[config.mk]
export PLATFORM = sky130hd
export DESIGN_NAME = thumb16_branch_unit
export DESIGN_NICKNAME = d
export VERILOG_FILES = /design/src/sv/tbu_pkg.sv /design/src/sv/thumb16_branch_unit.sv /design/src/sv/tbu_exec.sv
export SDC_FILE = /design/constraint.sdc
export NUM_CORES = 1
export LEC_CHECK = 0
export BUFFER_PORTS_ARGS = -buffer_cell sky130_fd_sc_hd__clkbuf_2
export CORE_ASPECT_RATIO = 1.2
export CORE_MARGIN = 4
export CORE_UTILIZATION = 40
export CTS_BUF_LIST = sky130_fd_sc_hd__clkbuf_8
export DETAILED_ROUTE_END_ITERATION = 16
export GPL_ROUTABILITY_DRIVEN = 0
export SLEW_MARGIN = 40
export SYNTH_ARGS = -nofsm -noshare
export SYNTH_HDL_FRONTEND = slang
export SYNTH_SLANG_ARGS = --single-unit
[constraint.sdc]
create_clock -name clk -period 9.55 [get_ports clk]
set_clock_uncertainty 0.15 [all_clocks]
set_input_delay 0.955 -clock clk [delete_from_list [all_inputs] [get_ports clk]]
set_output_delay 0.955 -clock clk [all_outputs]
set_load 0.1 [all_outputs]
[src/sv/tbu_pkg.sv]
// Types and constants shared by the Thumb branch unit modules.
// No dependencies.
package tbu_pkg;

  typedef enum logic [1:0] {
    MODE_BCOND = 2'd0,
    MODE_B     = 2'd1,
    MODE_BLX   = 2'd2,
    MODE_BX    = 2'd3
  } mode_t;

  typedef enum logic [1:0] {
    FAULT_NONE  = 2'd0,
    FAULT_UNDEF = 2'd1,
    FAULT_ALIGN = 2'd2,
    FAULT_PC    = 2'd3
  } fault_t;

  localparam logic [3:0] COND_AL = 4'd14;
  localparam logic [3:0] REG_PC  = 4'd15;

  typedef struct packed {
    mode_t       mode;
    logic [15:0] opcode_word;
    logic [31:0] pc_value;
    logic [3:0]  nzcv_flags;
    logic [31:0] reg_operand;
  } item_t;

  typedef struct packed {
    logic [31:0] next_pc;
    logic        link_write;
    logic [31:0] link_value;
    logic        to_arm;
    fault_t      fault;
  } result_t;

endpackage

[src/sv/thumb16_branch_unit.sv]
// Thumb branch unit: executes one 16-bit Thumb branch (B cond, B, BLX reg, BX reg)
// per beat and returns one result beat. A beat is captured in an input register,
// resolved by combinational condition test and target add, and held in an output
// register; one beat can enter every cycle unless out_tready holds back the output
// register. No state is kept between beats. Depends on tbu_pkg and tbu_exec.
module thumb16_branch_unit
  import tbu_pkg::*;
(
  input  logic        clk,
  input  logic        rst_n,
  input  logic        in_tvalid,
  output logic        in_tready,
  input  logic [1:0]  in_tuser,   // [1:0] mode
  input  logic [87:0] in_tdata,   // [15:0] opcode_word, [47:16] pc_value,
                                  // [51:48] nzcv_flags, [83:52] reg_operand, [87:84] zero
  output logic        out_tvalid,
  input  logic        out_tready,
  output logic [71:0] out_tdata   // [31:0] next_pc, [32] link_write, [64:33] link_value,
                                  // [65] to_arm, [67:66] fault, [71:68] zero
);

  item_t   item_r, item_nxt;
  logic    s1_valid_r, s1_valid_nxt;
  result_t res;
  result_t res_r;
  logic    out_valid_r, out_valid_nxt;
  logic    s1_adv;

  assign s1_adv    = !out_valid_r || out_tready;
  assign in_tready = !s1_valid_r || s1_adv;

  always_comb begin
    item_nxt.mode        = mode_t'(in_tuser);
    item_nxt.opcode_word = in_tdata[15:0];
    item_nxt.pc_value    = in_tdata[47:16];
    item_nxt.nzcv_flags  = in_tdata[51:48];
    item_nxt.reg_operand = in_tdata[83:52];
    s1_valid_nxt  = in_tready ? in_tvalid : s1_valid_r;
    out_valid_nxt = s1_adv ? s1_valid_r : out_valid_r;
  end

  tbu_exec u_exec (
    .item (item_r),
    .res  (res)
  );

  always_ff @(posedge clk) begin
    if (!rst_n) begin
      s1_valid_r  <= 1'b0;
      out_valid_r <= 1'b0;
    end else begin
      s1_valid_r  <= s1_valid_nxt;
      out_valid_r <= out_valid_nxt;
    end
  end

  always_ff @(posedge clk) begin
    if (in_tready && in_tvalid) begin
      item_r <= item_nxt;
    end
    if (s1_adv && s1_valid_r) begin
      res_r <= res;
    end
  end

  assign out_tvalid = out_valid_r;
  assign out_tdata  = {4'b0000, res_r.fault, res_r.to_arm, res_r.link_value,
                       res_r.link_write, res_r.next_pc};

`ifndef SYNTH
  a_fault_clears: assert property (@(posedge clk) disable iff (!rst_n)
    out_tvalid && res_r.fault != FAULT_NONE
      |-> res_r.next_pc == 32'd0 && !res_r.link_write && !res_r.to_arm)
    else $error("faulted result carries a branch");

  a_link_odd: assert property (@(posedge clk) disable iff (!rst_n)
    out_tvalid && res_r.link_write |-> res_r.link_value[0])
    else $error("link value not marked Thumb");

  a_arm_aligned: assert property (@(posedge clk) disable iff (!rst_n)
    out_tvalid && res_r.to_arm |-> res_r.next_pc[1:0] == 2'b00)
    else $error("ARM target not word aligned");

  a_pass_through: assert property (@(posedge clk) disable iff (!rst_n)
    s1_valid_r && s1_adv |=> out_tvalid)
    else $error("resolved beat lost");
`endif

endmodule

[src/sv/tbu_exec.sv]
// Branch execute logic: condition test, target add, interworking checks.
// Depends on tbu_pkg.
module tbu_exec
  import tbu_pkg::*;
(
  input  item_t   item,
  output result_t res
);

  function automatic logic cond_holds(input logic [3:0] cond, input logic [3:0] f);
    logic n, z, c, v, r;
    n = f[3];
    z = f[2];
    c = f[1];
    v = f[0];
    unique case (cond)
      4'd0:    r = z;
      4'd1:    r = !z;
      4'd2:    r = c;
      4'd3:    r = !c;
      4'd4:    r = n;
      4'd5:    r = !n;
      4'd6:    r = v;
      4'd7:    r = !v;
      4'd8:    r = c && !z;
      4'd9:    r = !c || z;
      4'd10:   r = n == v;
      4'd11:   r = n != v;
      4'd12:   r = !z && (n == v);
      4'd13:   r = z || (n != v);
      default: r = 1'b1;
    endcase
    return r;
  endfunction

  logic [3:0]  cond;
  logic [3:0]  reg_idx;
  logic [31:0] off;
  logic [31:0] pc_plus2;
  logic [31:0] target;
  logic [31:0] rv;

  assign cond     = item.opcode_word[11:8];
  assign reg_idx  = item.opcode_word[6:3];
  assign rv       = item.reg_operand;
  assign pc_plus2 = item.pc_value + 32'd2;
  assign off      = (item.mode == MODE_BCOND)
                  ? {{23{item.opcode_word[7]}}, item.opcode_word[7:0], 1'b0}
                  : {{20{item.opcode_word[10]}}, item.opcode_word[10:0], 1'b0};
  assign target   = item.pc_value + 32'd4 + off;

  always_comb begin
    res.next_pc    = '0;
    res.link_write = 1'b0;
    res.link_value = '0;
    res.to_arm     = 1'b0;
    res.fault      = FAULT_NONE;
    unique case (item.mode)
      MODE_BCOND: begin
        if (cond == COND_AL) begin
          res.fault = FAULT_UNDEF;
        end else if (!cond_holds(cond, item.nzcv_flags)) begin
          res.next_pc = pc_plus2;
        end else begin
          res.next_pc = target;
        end
      end
      MODE_B: begin
        res.next_pc = target;
      end
      default: begin
        if (item.mode == MODE_BLX && reg_idx == REG_PC) begin
          res.fault = FAULT_PC;
        end else if (rv[0]) begin
          res.next_pc = {rv[31:1], 1'b0};
        end else if (rv[1]) begin
          res.fault = FAULT_ALIGN;
        end else begin
          res.next_pc = rv;
          res.to_arm  = 1'b1;
        end
        if (item.mode == MODE_BLX && res.fault == FAULT_NONE) begin
          res.link_write = 1'b1;
          res.link_value = {pc_plus2[31:1], 1'b1};
        end
      end
    endcase
  end

endmodule
==> results.cfg <==
[run_status]
status = finished, final reports clean

[cts]
cts_buffers = 17
clk_path_buf_depth = 2
postCtsSetupBuffers = 0
cts_hold_buf = 0
cts-resized-gates = 0
ctsHtreeMaxLevel = 4
clk_latency_ps = 450
cts_tree = done
cts_sinks = 151
root_buffer = clkbuf_8
path_clk_slew_ps = 80

[sta]
slew_viol_final = 0
worst_slew_pin_slew_ps = 764.0
max_freq_mhz = 235.3
finalCriticalPeriod_ps = 4249
layout_worst_path_cycle_share_pct = 44.49
finalSetupTns_ps = 0
final-hold-violation-count = 0
grt_setup_unrepaired = false
max_slew_margin_pct = 48.60
fin_hold_ws_ps = 384.9
final-setup-viol-count = 0

[layout]
fillers = 1784
area_growth_pct = 18.40
diodes = 0
final_layout_size_suffix_gt1_share_pct = 25.03
seq_area_mm2 = 0.004514
nets = 969
multi_input_area_mm2 = 0.003381

[global_routing]
grt.overflow.total = 0
grt_pass1_wl_um = 30080
grt_usage_pct = 17.34
first_global_vias = 5821
antenna_found_initial = 1
grt_max_degree = 68

[route]
vias = 5711
antenna_left = 0
routed_wl_um = 18980
wl_per_cell_um = 17.44
drt_iter0_drc = 356
drc = 0
dr.pass1.iters = 5
viasPerCell = 5.249

[floorplanning]
initial_core_util_pct = 40.96
core-area_mm2 = 0.01969
die_w_um = 137.6
num_rows = 56
fp.dieArea_mm2 = 0.02251
die_h_um = 163.6
io_pins = 168

[flow_run]
max_cap_violations = 0

[yosys]
synth_edf_count = 149
yosys_most_used_dff = edfxtp_1
ys_top_cells_by_area = edfxtp_1 (55%), ha_1 (9.3%), xor2_1 (4.0%)
ys_ff_latch = 151
syn_area_mm2 = 0.008065
ys_warn_count = 0
yosysMostFrequentCell = edfxtp_1
synthArstFlopShare_pct = 0
syn_area_per_cell_um2 = 12.16
synthCells = 663
ys_types = 61
synth_top_area_share_pct = 55.48
yosysTopAreaCell = edfxtp_1
synth_common_cells = edfxtp_1 (149), ha_1 (60), nand2_1 (60)
ys_seq_area_share_pct = 55.97

[worst_hold_path]
hold_path.class = reg2reg

[placement]
dp_hpwl_um = 14120
port_buffers = 155

[setup_path]
worstSetupEndpointType = register
cp-start-kind = register
critPathSlowestCell = edfxtp_1
arrival_ps = 4290
max_stage_delay_ps = 520
crit_path_max_fanout = 21
crit_type = reg2reg
path_buf_inv = 1
crit_chain = nor2_1, nand2_1, nand2_1, buf_4, ha_1, ha_1, and4_1, a21oi_1, and3_4, a2111oi_4, a41oi_2, o221a_4, nor4bb_1, or3_1
critical_path.top_delay_family = simple AND/OR/NAND/NOR gates
cp.required_ps = 9590

[power]
power_density_mw_per_mm2 = 187.1
ir_drop_uv = 85.77
p_leak_nw = 3.839
worst register-to-register path, cell delays in order (launching register included):
cell and delay, ps:
edfxtp_1 520, nor2_1 220, nand2_1 110, nand2_1 70, buf_4 290, ha_1 300
ha_1 370, and4_1 230, a21oi_1 100, and3_4 200, a2111oi_4 450, a41oi_2 220
o221a_4 280, nor4bb_1 140, or3_1 350
cell type report:
| cell class | count | share of cell area (%) |
|---|---|---|
| Multi-Input combinational cell | 468 | 35.40 |
| Timing Repair Buffer | 164 | 9.133 |
| Inverter | 12 | 0.4717 |
| Clock buffer | 17 | 2.450 |
| Clock inverter | 15 | 1.847 |
| Sequential cell | 151 | 47.27 |
| Tap cell | 261 | 3.420 |
cells by family (layout without fill, tap and decap cells):
logic type	after synthesis	after routing	synth area share (%)
compound gates	134	134	12.33
xor+xnor	59	59	6.407
fa+ha+maj	61	61	9.556
buf+inv	47	208	2.544
flops	151	151	55.97
mux	4	4	0.5120
other cells	1	4	0.04650
simple gates	206	206	12.63
layout by cell type (no fill, tap or decap), drive strengths merged, types with 4 or more instances in the layout:
cell type  instances
clkbuf           172
nand4             11
edfxtp           149
and2               4
nand3             23
nor3b              8
inv               18
a21o              17
xnor2             22
nor2b              7
a31oi              5
a211oi             5
nand2b             6
and3              12
xor2              37
o21a               7
nor2              52
nor3               7
o221ai            29
conb               4
a21oi             29
ha                60
o21ai             14
buf                9
o211ai             4
nand2             60
sequential cells by signal (all words and copies together), names as in the netlist:
name	flops
s1_valid_r	1
out_tvalid	1
item_r	82
out_tdata	67
report_power, final:
part	leakage, nW	internal (mW)	switching [mW]
clock	0.204	0.259	0.251
sequential	1.45	0.780	0.0224
combinational	2.19	0.142	0.332
total	3.84	1.18	0.605
metal layers:
metal	track usage (%)	part of all wire, %	vias up
met5	0	0.069	-
met2	29.40	51	157
met1	21.92	43	2711
met3	3.882	4.8	22
li1	-	-	2819
met4	5.445	1.6	2
worst paths after layout:
check | from | slack (ps) | end | depth (start not counted)
max | item_r[85]$_DFFE_PP_ | 5300 | out_tdata[31]$_DFFE_PP_ | 14
min | s1_valid_r$_SDFFE_PN0N_ | 380 | out_tvalid$_SDFFE_PN0P_ | 1
max reg2reg | item_r[85]$_DFFE_PP_ | 5300 | out_tdata[31]$_DFFE_PP_ | 14
min reg2reg | s1_valid_r$_SDFFE_PN0N_ | 380 | out_tvalid$_SDFFE_PN0P_ | 1
through the flow:
stage / instance area [µm²] / setup slack, ps / util [%] / power (mW) / cells
final: 9549 / 5301 / 48.50 / 1.787 / 1088
after global routing: 9549 / 5053 / 48.50 / 1.873 / 1088
after floorplan: 8077 / 4888 / - / 1.189 / 666
after global placement: 9084 / 5383 / 46.14 / 1.283 / 1054
after detailed placement: 9135 / 5357 / 46.40 / 1.292 / 1056
after CTS: 9545 / 5325 / 48.48 / 1.805 / 1088
(Power assumes the default switching activity.)
